## src/design/sga_pkg.sv

```systemverilog
`timescale 1ns / 1ps
// Shared types and constants for the softened gravity accumulator.
// Used by sga_unit and softened_gravity_accumulate; no dependencies.
package sga_pkg;

  localparam int CNT_W     = 8;
  localparam int CFG_IDX_W = 2;
  localparam int G_W       = 32;
  localparam int MASS_W    = 32;
  localparam int GM_W      = G_W + MASS_W;
  localparam int SOFT_W    = 32;

  localparam logic [CFG_IDX_W-1:0] REG_GRAVITY   = 2'd0;
  localparam logic [CFG_IDX_W-1:0] REG_SOFTENING = 2'd1;

  localparam logic [G_W-1:0] GRAVITY_RESET = 32'h0100_0000;

  typedef enum logic [1:0] {
    OP_MUL  = 2'd0,
    OP_DIV  = 2'd1,
    OP_SQRT = 2'd2
  } sga_op_e;

  // request to the shared unit: start pulse, operation, step count
  typedef struct packed {
    logic             start;
    sga_op_e          op;
    logic [CNT_W-1:0] cnt;
  } sga_req_t;

endpackage

```

## src/design/sga_unit.sv

```systemverilog
`timescale 1ns / 1ps
// Shared serial arithmetic unit: shift-add multiply, restoring divide and
// restoring square root over one W-bit adder. Depends on sga_pkg.
module sga_unit #(
  parameter int W = 113
) (
  input  logic             clk_i,
  input  logic             rst_ni,
  input  sga_pkg::sga_req_t req_i,
  input  logic [W-1:0]     a_i,
  input  logic [W-1:0]     b_i,
  input  logic [W-1:0]     c_i,
  output logic             done_o,
  output logic [W-1:0]     x_o,
  output logic [W-1:0]     y_o,
  output logic [W-1:0]     z_o
);
  import sga_pkg::*;

  logic             busy_q, busy_d;
  logic             done_q, done_d;
  logic [CNT_W-1:0] cnt_q, cnt_d;
  sga_op_e          op_q, op_d;
  logic [W-1:0]     x_q, x_d, y_q, y_d, z_q, z_d;

  logic [W-1:0] opa, opb;
  logic         sub;
  logic [W:0]   sum;
  logic         ge;

  // MUL: z += x when y[0]; DIV/SQRT: trial subtract of the shifted remainder
  always_comb begin
    opa = z_q;
    opb = '0;
    sub = 1'b0;
    case (op_q)
      OP_MUL: begin
        opa = z_q;
        opb = y_q[0] ? x_q : '0;
        sub = 1'b0;
      end
      OP_DIV: begin
        opa = {z_q[W-2:0], y_q[W-1]};
        opb = x_q;
        sub = 1'b1;
      end
      OP_SQRT: begin
        opa = {z_q[W-3:0], y_q[W-1:W-2]};
        opb = {x_q[W-3:0], 2'b01};
        sub = 1'b1;
      end
      default: begin
        opa = z_q;
        opb = '0;
        sub = 1'b0;
      end
    endcase
    sum = {1'b0, opa} + {1'b0, (sub ? ~opb : opb)} + (W+1)'(sub);
    ge  = sum[W];
  end

  always_comb begin
    busy_d = busy_q;
    done_d = 1'b0;
    cnt_d  = cnt_q;
    op_d   = op_q;
    x_d    = x_q;
    y_d    = y_q;
    z_d    = z_q;
    if (req_i.start) begin
      busy_d = 1'b1;
      cnt_d  = req_i.cnt;
      op_d   = req_i.op;
      x_d    = a_i;
      y_d    = b_i;
      z_d    = c_i;
    end else if (busy_q) begin
      cnt_d = cnt_q - CNT_W'(1);
      if (cnt_q == CNT_W'(1)) begin
        busy_d = 1'b0;
        done_d = 1'b1;
      end
      case (op_q)
        OP_MUL: begin
          z_d = sum[W-1:0];
          x_d = {x_q[W-2:0], 1'b0};
          y_d = {1'b0, y_q[W-1:1]};
        end
        OP_DIV: begin
          z_d = ge ? sum[W-1:0] : opa;
          y_d = {y_q[W-2:0], ge};
        end
        OP_SQRT: begin
          z_d = ge ? sum[W-1:0] : opa;
          x_d = {x_q[W-2:0], ge};
          y_d = {y_q[W-3:0], 2'b00};
        end
        default: begin
          busy_d = 1'b0;
        end
      endcase
    end
  end

  always_ff @(posedge clk_i or negedge rst_ni) begin
    if (!rst_ni) begin
      busy_q <= 1'b0;
      done_q <= 1'b0;
      cnt_q  <= '0;
      op_q   <= OP_MUL;
    end else begin
      busy_q <= busy_d;
      done_q <= done_d;
      cnt_q  <= cnt_d;
      op_q   <= op_d;
    end
  end

  always_ff @(posedge clk_i) begin
    x_q <= x_d;
    y_q <= y_d;
    z_q <= z_d;
  end

  assign done_o = done_q;
  assign x_o    = x_q;
  assign y_o    = y_q;
  assign z_o    = z_q;

endmodule

```

## src/design/softened_gravity_accumulate.sv

```systemverilog
`timescale 1ns / 1ps
// Softened gravity accumulator top level: input capture, sequencer, running
// sums and output register. Depends on sga_pkg and sga_unit.
//
// Usage: an item (target/source positions and masses) enters on s_axis; tuser
// is the mode (1 = pairwise, also give the source reaction), tlast ends a run.
// One result item per input leaves on m_axis: the running acceleration sum,
// the reaction terms (zero in one-sided mode), tlast = copy of the input
// tlast, tuser = overflow (a term or a sum saturated, or zero distance).
// Registers (gravity constant, softening) are written on the cfg channel,
// which is always ready; write them only while the block is idle.
// Timing: one item at a time through one serial unit that takes one bit (two
// for the square root) per cycle. An item squares and sums the distances,
// takes the root, adds the softening, cubes it and forms G times each mass
// needed; each term then divides, saturates early, or stays zero for a zero
// axis distance. s_axis_tready is high only between items.
// The result sits in an output register; while the receiver stalls, the
// sequencer holds at its end and takes no new item.
// Reset clears the running sums and loads the gravity constant to 1.0 and
// the softening to zero.
module softened_gravity_accumulate #(
  parameter int COORD_WIDTH = 32,
  parameter int ACCEL_WIDTH = 48
) (
  input  logic                                         clk_i,
  input  logic                                         rst_ni,
  input  logic                                         s_axis_tvalid,
  output logic                                         s_axis_tready,
  // target_x, target_y, target_z, source_x, source_y, source_z,
  // target_mass, source_mass (low bits first)
  input  logic [((6*COORD_WIDTH+64+7)/8)*8-1:0]        s_axis_tdata,
  input  logic                                         s_axis_tuser, // mode
  input  logic                                         s_axis_tlast, // last
  output logic                                         m_axis_tvalid,
  input  logic                                         m_axis_tready,
  // accel_x, accel_y, accel_z, reaction_x, reaction_y, reaction_z
  output logic [((6*ACCEL_WIDTH+7)/8)*8-1:0]           m_axis_tdata,
  output logic                                         m_axis_tuser, // overflow
  output logic                                         m_axis_tlast, // run_end
  input  logic                                         cfg_valid_i,
  output logic                                         cfg_ready_o,
  input  logic [sga_pkg::CFG_IDX_W-1:0]                cfg_index_i,
  input  logic [31:0]                                  cfg_data_i
);
  import sga_pkg::*;

  localparam int CW    = COORD_WIDTH;
  localparam int AW    = ACCEL_WIDTH;
  localparam int MW    = CW + 1;
  localparam int SW    = 2 * MW;
  localparam int RW    = ((MW > SOFT_W) ? MW : SOFT_W) + 1;
  localparam int DW    = 3 * RW;
  localparam int NNW   = GM_W + MW;
  localparam int W0    = (NNW + 16 > DW + 1) ? NNW + 16 : DW + 1;
  localparam int W     = (W0 > SW + 2) ? W0 : SW + 2;
  localparam int HW    = NNW - (AW - 16);
  localparam int OUT_W = ((6*AW+7)/8)*8;

  typedef enum logic [10:0] {
    S_IDLE = 11'b00000000001,
    S_SQ   = 11'b00000000010,
    S_ROOT = 11'b00000000100,
    S_RCHK = 11'b00000001000,
    S_R2   = 11'b00000010000,
    S_R3   = 11'b00000100000,
    S_GM   = 11'b00001000000,
    S_NUM  = 11'b00010000000,
    S_CHK  = 11'b00100000000,
    S_DIV  = 11'b01000000000,
    S_DONE = 11'b10000000000
  } sga_state_e;

  sga_state_e state_q, state_d;
  logic       go_q, go_d;
  logic [1:0] k_q, k_d;
  logic       side_q, side_d;

  logic [G_W-1:0]    gravity_q;
  logic [SOFT_W-1:0] soft_q;

  logic                 mode_q, mode_d, last_q, last_d, ovf_q, ovf_d;
  logic [MASS_W-1:0]    mt_q, mt_d, ms_q, ms_d;
  logic [MW-1:0]        dmag_q [3];
  logic [MW-1:0]        dmag_d [3];
  logic                 dneg_q [3];
  logic                 dneg_d [3];
  logic [SW-1:0]        s_q, s_d;
  logic [RW-1:0]        r_q, r_d;
  logic [DW-1:0]        den_q, den_d;
  logic [GM_W-1:0]      gms_q, gms_d, gmt_q, gmt_d;
  logic [NNW-1:0]       n_q, n_d;
  logic signed [AW-1:0] term_q [3];
  logic signed [AW-1:0] term_d [3];
  logic signed [AW-1:0] react_q [3];
  logic signed [AW-1:0] react_d [3];
  logic signed [AW-1:0] acc_q [3];
  logic signed [AW-1:0] acc_d [3];

  logic              out_valid_q, out_valid_d;
  logic [OUT_W-1:0]  out_data_q, out_data_d;
  logic              out_last_q, out_last_d, out_ovf_q, out_ovf_d;

  sga_req_t     req;
  logic [W-1:0] ua, ub, uc, ux, uy, uz;
  logic         udone;

  logic [HW-1:0]   high;
  logic [AW-1:0]   q_in, lim, q_cl;
  logic            neg, last_term;
  logic [CW:0]     dsig [3];
  logic [AW:0]     ssum [3];
  logic            sum_ovf;

  sga_unit #(.W(W)) u_unit (
    .clk_i  (clk_i),
    .rst_ni (rst_ni),
    .req_i  (req),
    .a_i    (ua),
    .b_i    (ub),
    .c_i    (uc),
    .done_o (udone),
    .x_o    (ux),
    .y_o    (uy),
    .z_o    (uz)
  );

  assign cfg_ready_o = 1'b1;

  always_ff @(posedge clk_i or negedge rst_ni) begin
    if (!rst_ni) begin
      gravity_q <= GRAVITY_RESET;
      soft_q    <= '0;
    end else if (cfg_valid_i) begin
      case (cfg_index_i)
        REG_GRAVITY:   gravity_q <= cfg_data_i;
        REG_SOFTENING: soft_q    <= cfg_data_i;
        default: ;
      endcase
    end
  end

  assign s_axis_tready = (state_q == S_IDLE);

  always_comb begin
    for (int i = 0; i < 3; i++) begin
      dsig[i] = {s_axis_tdata[(i+3)*CW + CW-1], s_axis_tdata[(i+3)*CW +: CW]}
              - {s_axis_tdata[i*CW + CW-1], s_axis_tdata[i*CW +: CW]};
    end
  end

  assign high      = n_q[NNW-1:AW-16];
  assign neg       = dneg_q[k_q] ^ side_q;
  assign lim       = {1'b0, {(AW-1){1'b1}}} + AW'(neg);
  assign q_in      = (state_q == S_DIV) ? uy[AW-1:0] : '1;
  assign q_cl      = (q_in > lim) ? lim : q_in;
  assign last_term = (k_q == 2'd2) && (side_q || !mode_q);

  always_comb begin
    sum_ovf = 1'b0;
    for (int i = 0; i < 3; i++) begin
      ssum[i]  = {acc_q[i][AW-1], acc_q[i]} + {term_q[i][AW-1], term_q[i]};
      acc_d[i] = ssum[i][AW-1:0];
      if (ssum[i][AW] != ssum[i][AW-1]) begin
        sum_ovf  = 1'b1;
        acc_d[i] = ssum[i][AW] ? {1'b1, {(AW-1){1'b0}}} : {1'b0, {(AW-1){1'b1}}};
      end
    end
  end

  always_comb begin
    state_d     = state_q;
    go_d        = go_q;
    k_d         = k_q;
    side_d      = side_q;
    mode_d      = mode_q;
    last_d      = last_q;
    ovf_d       = ovf_q;
    mt_d        = mt_q;
    ms_d        = ms_q;
    dmag_d      = dmag_q;
    dneg_d      = dneg_q;
    s_d         = s_q;
    r_d         = r_q;
    den_d       = den_q;
    gms_d       = gms_q;
    gmt_d       = gmt_q;
    n_d         = n_q;
    term_d      = term_q;
    react_d     = react_q;
    out_valid_d = out_valid_q & ~m_axis_tready;
    out_data_d  = out_data_q;
    out_last_d  = out_last_q;
    out_ovf_d   = out_ovf_q;
    req.start   = 1'b0;
    req.op      = OP_MUL;
    req.cnt     = '0;
    ua          = '0;
    ub          = '0;
    uc          = '0;

    case (state_q)
      S_IDLE: begin
        if (s_axis_tvalid) begin
          mode_d = s_axis_tuser;
          last_d = s_axis_tlast;
          ovf_d  = 1'b0;
          mt_d   = s_axis_tdata[6*CW +: MASS_W];
          ms_d   = s_axis_tdata[6*CW+MASS_W +: MASS_W];
          for (int i = 0; i < 3; i++) begin
            dneg_d[i]  = dsig[i][CW];
            dmag_d[i]  = dsig[i][CW] ? MW'(-dsig[i]) : MW'(dsig[i]);
            term_d[i]  = '0;
            react_d[i] = '0;
          end
          k_d     = 2'd0;
          go_d    = 1'b0;
          state_d = S_SQ;
        end
      end
      S_SQ: begin
        req.start = !go_q;
        req.op    = OP_MUL;
        req.cnt   = CNT_W'(MW);
        ua        = W'(dmag_q[k_q]);
        ub        = W'(dmag_q[k_q]);
        uc        = (k_q == 2'd0) ? '0 : uz;
        go_d      = 1'b1;
        if (udone) begin
          go_d = 1'b0;
          if (k_q == 2'd2) begin
            s_d     = uz[SW-1:0];
            state_d = S_ROOT;
          end else begin
            k_d = k_q + 2'd1;
          end
        end
      end
      S_ROOT: begin
        req.start = !go_q;
        req.op    = OP_SQRT;
        req.cnt   = CNT_W'(SW/2);
        ub        = W'(s_q) << (W - SW);
        go_d      = 1'b1;
        if (udone) begin
          go_d    = 1'b0;
          r_d     = RW'(ux[MW-1:0]) + RW'(soft_q);
          state_d = S_RCHK;
        end
      end
      S_RCHK: begin
        if (r_q == '0) begin
          ovf_d   = 1'b1;
          state_d = S_DONE;
        end else begin
          state_d = S_R2;
        end
      end
      S_R2: begin
        req.start = !go_q;
        req.op    = OP_MUL;
        req.cnt   = CNT_W'(RW);
        ua        = W'(r_q);
        ub        = W'(r_q);
        go_d      = 1'b1;
        if (udone) begin
          go_d    = 1'b0;
          state_d = S_R3;
        end
      end
      S_R3: begin
        req.start = !go_q;
        req.op    = OP_MUL;
        req.cnt   = CNT_W'(RW);
        ua        = uz;
        ub        = W'(r_q);
        go_d      = 1'b1;
        if (udone) begin
          go_d    = 1'b0;
          den_d   = uz[DW-1:0];
          side_d  = 1'b0;
          state_d = S_GM;
        end
      end
      S_GM: begin
        req.start = !go_q;
        req.op    = OP_MUL;
        req.cnt   = CNT_W'(MASS_W);
        ua        = W'(gravity_q);
        ub        = W'(side_q ? mt_q : ms_q);
        go_d      = 1'b1;
        if (udone) begin
          go_d = 1'b0;
          if (side_q) gmt_d = uz[GM_W-1:0];
          else        gms_d = uz[GM_W-1:0];
          if (!side_q && mode_q) begin
            side_d = 1'b1;
          end else begin
            side_d  = 1'b0;
            k_d     = 2'd0;
            state_d = S_NUM;
          end
        end
      end
      S_NUM: begin
        if (dmag_q[k_q] == '0) begin
          // zero axis distance: term stays zero
          if (last_term) begin
            state_d = S_DONE;
          end else if (!side_q && mode_q) begin
            side_d = 1'b1;
          end else begin
            side_d = 1'b0;
            k_d    = k_q + 2'd1;
          end
        end else begin
          req.start = !go_q;
          req.op    = OP_MUL;
          req.cnt   = CNT_W'(MW);
          ua        = W'(side_q ? gmt_q : gms_q);
          ub        = W'(dmag_q[k_q]);
          go_d      = 1'b1;
          if (udone) begin
            go_d    = 1'b0;
            n_d     = uz[NNW-1:0];
            state_d = S_CHK;
          end
        end
      end
      S_CHK: begin
        // quotient would need more than AW bits: saturate without dividing
        if (W'(high) >= W'(den_q)) state_d = S_DIV;
        else                       state_d = S_DIV;
        if (W'(high) >= W'(den_q)) begin
          ovf_d = 1'b1;
          if (side_q) react_d[k_q] = neg ? AW'(-q_cl) : q_cl;
          else        term_d[k_q]  = neg ? AW'(-q_cl) : q_cl;
          if (last_term) begin
            state_d = S_DONE;
          end else if (!side_q && mode_q) begin
            side_d  = 1'b1;
            state_d = S_NUM;
          end else begin
            side_d  = 1'b0;
            k_d     = k_q + 2'd1;
            state_d = S_NUM;
          end
        end
      end
      S_DIV: begin
        req.start = !go_q;
        req.op    = OP_DIV;
        req.cnt   = CNT_W'(AW);
        ua        = W'(den_q);
        ub        = W'({n_q[AW-17:0], 16'b0}) << (W - AW);
        uc        = W'(high);
        go_d      = 1'b1;
        if (udone) begin
          go_d = 1'b0;
          if (q_in > lim) ovf_d = 1'b1;
          if (side_q) react_d[k_q] = neg ? AW'(-q_cl) : q_cl;
          else        term_d[k_q]  = neg ? AW'(-q_cl) : q_cl;
          if (last_term) begin
            state_d = S_DONE;
          end else if (!side_q && mode_q) begin
            side_d  = 1'b1;
            state_d = S_NUM;
          end else begin
            side_d  = 1'b0;
            k_d     = k_q + 2'd1;
            state_d = S_NUM;
          end
        end
      end
      S_DONE: begin
        if (!out_valid_q || m_axis_tready) begin
          out_valid_d = 1'b1;
          out_last_d  = last_q;
          out_ovf_d   = ovf_q | sum_ovf;
          out_data_d  = '0;
          for (int i = 0; i < 3; i++) begin
            out_data_d[i*AW +: AW]     = acc_d[i];
            out_data_d[(i+3)*AW +: AW] = react_q[i];
          end
          state_d = S_IDLE;
        end
      end
      default: begin
        state_d = S_IDLE;
      end
    endcase
  end

  always_ff @(posedge clk_i or negedge rst_ni) begin
    if (!rst_ni) begin
      state_q     <= S_IDLE;
      go_q        <= 1'b0;
      k_q         <= '0;
      side_q      <= 1'b0;
      out_valid_q <= 1'b0;
      for (int i = 0; i < 3; i++) acc_q[i] <= '0;
    end else begin
      state_q     <= state_d;
      go_q        <= go_d;
      k_q         <= k_d;
      side_q      <= side_d;
      out_valid_q <= out_valid_d;
      if (state_q == S_DONE && (!out_valid_q || m_axis_tready)) begin
        for (int i = 0; i < 3; i++) acc_q[i] <= last_q ? '0 : acc_d[i];
      end
    end
  end

  always_ff @(posedge clk_i) begin
    mode_q     <= mode_d;
    last_q     <= last_d;
    ovf_q      <= ovf_d;
    mt_q       <= mt_d;
    ms_q       <= ms_d;
    dmag_q     <= dmag_d;
    dneg_q     <= dneg_d;
    s_q        <= s_d;
    r_q        <= r_d;
    den_q      <= den_d;
    gms_q      <= gms_d;
    gmt_q      <= gmt_d;
    n_q        <= n_d;
    term_q     <= term_d;
    react_q    <= react_d;
    out_data_q <= out_data_d;
    out_last_q <= out_last_d;
    out_ovf_q  <= out_ovf_d;
  end

  assign m_axis_tvalid = out_valid_q;
  assign m_axis_tdata  = out_data_q;
  assign m_axis_tlast  = out_last_q;
  assign m_axis_tuser  = out_ovf_q;

endmodule
```

## config.mk

```make
export PLATFORM = sky130hd
export DESIGN_NAME = softened_gravity_accumulate
export DESIGN_NICKNAME = d
export VERILOG_FILES = /design/src/design/sga_pkg.sv /design/src/design/sga_unit.sv /design/src/design/softened_gravity_accumulate.sv
export SDC_FILE = /design/constraint.sdc
export NUM_CORES = 2
export LEC_CHECK = 0
export BUFFER_PORTS_ARGS = -buffer_cell sky130_fd_sc_hd__buf_2
export CAP_MARGIN = 5
export CORE_MARGIN = 2
export CORE_UTILIZATION = 41
export DETAILED_ROUTE_END_ITERATION = 12
export RECOVER_POWER = 50
export SLEW_MARGIN = 25
export SYNTH_ARGS = -nofsm -noshare
export SYNTH_HDL_FRONTEND = slang
export SYNTH_SLANG_ARGS = --single-unit
```

## constraint.sdc

```tcl
create_clock -name clk_i -period 17.7 [get_ports clk_i]
set_input_delay 3.54 -clock clk_i [delete_from_list [all_inputs] [get_ports clk_i]]
set_output_delay 3.54 -clock clk_i [all_outputs]
set_load 0.01 [all_outputs]
```

==> reports/metrics.csv <==
stage,metric,value,unit
sta,slew_violations,1624,
worst_setup_path,cp-startpoint,m_axis_tready,
sta,worstMarginPinSlew,5436,ps
global_routing,grt_pass1_wl,531000,um
synth,yosysWarnings,0,
routing,drc,0,
clocking,clock-sinks,1749,
global_routing,grt_max_degree,196,
routing,wire_per_inst,26.05,um
routing,vias_per_cell,6.062,
clocking,cts_made_buffers,192,
synth,synth-edff-count,1513,
clocking,clk_latency,910,ps
routing,first_pass_iters,8,
floorplan,dieArea,0.2541,mm2
global_routing,grt_pass1_vias,79770,
worst_setup_path,cp.required,17490,ps
placement,gp_congestion,0.9398,
floorplan,die_w,504.1,um
min_path,min_path_cells,0,
run_status,violations,"capacitance limit, slew limit",
sta,fmax,0.08746,GHz
min_path,hp-class,reg2reg,
worst_setup_path,r2r_start,k_q[1]$_DFFE_PN0P_,
worst_setup_path,crit_path_end_kind,flop,
pwr,finalPower,19.14,mW
global_routing,gr-total-overflow,0,
cells_and_area,drive_above_1_share,9.026,%
placement,numPortBuffers,588,
clocking,h-tree-depth,4,
worst_setup_path,r2r-end,n_q[61]$_DFFE_PP_,
clocking,holdBufCountCts,0,
worst_setup_path,crit_type,in2reg,
worst_setup_path,worstSetupStartpointType,input pin,
synth,syn_area,0.1025,mm2
routing,drtIter0Drc,9550,
routing,drt_wl_total,359800,um
worst_setup_path,arrival,11220,ps
sta,fin_crit_sh,64.59,%
clocking,cts_buffer_depth,3,
floorplan,rows,183,
synth,ys_async_sr_fraction,13.49,%
worst_setup_path,r2r_slack,7080,ps
sta,rsz0062_at_grt,no,
sta,setup_slack,6267,ps
synth,yosys.cell_types.count,101,
placement,dp_hpwl,253600,um
pwr,p_leak,42.91,nW
routing,final_antenna_net_count,0,
placement,dp.cells,13440,
cells_and_area,fin_nets,11120,
cells_and_area,fin_cells,13810,
pwr,powerDensity,166.7,mW/mm2
placement,dp_worst_setup_slack,8329,ps
sta,period_minus_slack,11430,ps
routing,vias,83720,
floorplan,initial_core_util,41.24,%
floorplan,coreArea,0.2487,mm2
floorplan,die_h,504.1,um
worst_setup_path,r2r_cells,10,
synth,synth_flop_cell,edfxtp_1,
cells_and_area,areaGrowthSynthToFinish,12.01,%
synth,netlist_instances,10040,
job,drv_cap,30,
sta,clock_skew,102.0,ps
sta,slew_headroom,-262.4,%
synth,seq_area_frac_synth,50.07,%
clocking,cts_tree,yes,
clocking,cts_resized,0,
sta,fin_tns_setup,0,ps
pwr,ir_drop,114.9,uV
clocking,clk_pin_slew,60,ps
worst_setup_path,critPathCapture,m_axis_tdata[247]$_DFFE_PP_,
clocking,cts_root_buf,clkbuf_16,
sta,hold_violations,0,
global_routing,antenna_found_initial,25,
global_routing,grt_util_all_layers,27.27,%
floorplan,pin_count,590,
clocking,postCtsSetupBuffers,0,
synth,synth.net_count,10860,
run_status,status,finished with violations,
synth,synth-seq-cells,1749,
sta,setup_viol,0,
synth,synth_area_per_cell,10.21,um2
worst_setup_path,crit_path_max_fanout,94,
==> cell usage after synthesis, types with 68 or more instances <==
library cell | n | share of area [%]
edfxtp_1 | 1513 | 44
nor2_1 | 1073 | 3.9
a21oi_1 | 931 | 4.5
nand2_1 | 912 | 3.3
o21ai_0 | 625 | 3.1
clkbuf_1 | 537 | 2.0
ha_1 | 510 | 6.2
xnor2_1 | 405 | 3.5
inv_1 | 321 | 1.2
a22oi_1 | 295 | 2.2
a21o_1 | 262 | 1.9
dfrtp_1 | 234 | 5.7
nand3_1 | 163 | 0.80
xor2_1 | 156 | 1.3
a211oi_1 | 145 | 1.1
o21a_1 | 128 | 0.94
mux2_2 | 127 | 1.4
a221oi_1 | 121 | 1.0
nor3_1 | 117 | 0.57
a221o_1 | 104 | 1.0
nand4_1 | 102 | 0.62
mux2i_1 | 87 | 0.85
nand2b_1 | 77 | 0.47
nor2b_1 | 73 | 0.45
maj3_1 | 70 | 0.68
o21bai_1 | 68 | 0.50
==> final cells by class <==
cell class / count / area [um2]
antenna: 10 / 25.02
clock buffer: 234 / 5065
clock inverter: 127 / 1658
fill: 23520 / 133800
inverter: 325 / 1229
multi-input combinational: 7326 / 47850
sequential: 1749 / 51350
tap: 3330 / 4167
timing repair buffer: 709 / 3513
==> worst min path at each step <==
stage	start	endpoint	slack, ps
2_1_floorplan	react_q[97]$_SDFFCE_PN0P_	m_axis_tdata[145]$_DFFE_PP_	430
3_3_place_gp	react_q[115]$_SDFFCE_PN0P_	m_axis_tdata[163]$_DFFE_PP_	430
3_5_place_dp	react_q[104]$_SDFFCE_PN0P_	m_axis_tdata[152]$_DFFE_PP_	430
4_1_cts	react_q[13]$_SDFFCE_PN0P_	m_axis_tdata[253]$_DFFE_PP_	430
5_1_grt	react_q[13]$_SDFFCE_PN0P_	m_axis_tdata[253]$_DFFE_PP_	430
6_report	react_q[13]$_SDFFCE_PN0P_	m_axis_tdata[253]$_DFFE_PP_	400
==> power by group <==
group / internal [mW] / switching, mW
Sequential: 6.07 / 1.27
Combinational: 2.63 / 4.87
Clock: 2.46 / 1.83
Total: 11.2 / 7.97
==> logic make-up after synthesis <==
logic type	after synthesis	synth area share [%]
adders and majority gates	588	7.063
buffers and inverters	967	3.609
other	1	0.003657
and+or+nand+nor	2783	12.00
AOI/OAI and AO/OA	3179	20.22
muxes	214	2.244
DFF	1749	50.07
xor gates and xnor gates	561	4.792
==> cells in the final DEF (no fill, tap or decap), types with 54 or more instances in the layout <==
cell type,instances
a211oi_1,145
clkbuf_16,194
a221oi_1,121
buf_4,87
o21a_1,128
o21bai_1,68
xor2_1,155
nand4_1,102
nor4_1,54
nor2_1,1069
a21oi_1,914
xnor2_1,402
buf_2,289
mux2_2,127
inv_1,320
o21ai_0,626
maj3_1,70
ha_1,506
nand3_1,162
nor2b_1,70
o211ai_1,59
clkbuf_1,356
dfrtp_1,233
edfxtp_1,1513
a222oi_1,59
a22oi_1,295
a21o_1,261
nand2b_1,76
a221o_1,104
nand2_1,908
mux2i_1,87
nor3_1,117
==> per-layer routing <==
layer	track usage, %	wire, um	vias up
met4	8.800	12360	14
met2	41.84	159100	3827
li1	-	-	38070
met5	0	91	-
met3	4.606	29870	562
met1	39.11	158300	41250
==> critical path, cell delays in order <==
cell and delay, ps:
buf_2 100, nand2b_1 160, nand2b_1 1950, clkinvlp_2 2920, clkbuf_1 2300
==> state kept, by name, summed over array words and instances, names as in the netlist, 34 cells and up <==
name	flops
react_q	144
dmag_q	99
gmt_q	64
u_unit.z_o	113
acc_q	144
term_q	144
m_axis_tdata	288
r_q	34
s_q	66
den_q	102
gms_q	64
n_q	97
u_unit.y_o	113
u_unit.x_o	113
==> metrics by stage <==
| step | hold slack (ps) | instance area (um2) | utilization, % |
|---|---|---|---|
| detailed placement | 432.2 | 108600 | 43.68 |
| global route | 432.3 | 114800 | 46.18 |
| global placement | 434.4 | 108500 | 43.65 |
| floorplan | 426.2 | 102500 | - |
| finish | 400.7 | 114900 | 46.19 |
| CTS | 425.9 | 115300 | 46.39 |
Power figures use the tool's default switching activity.
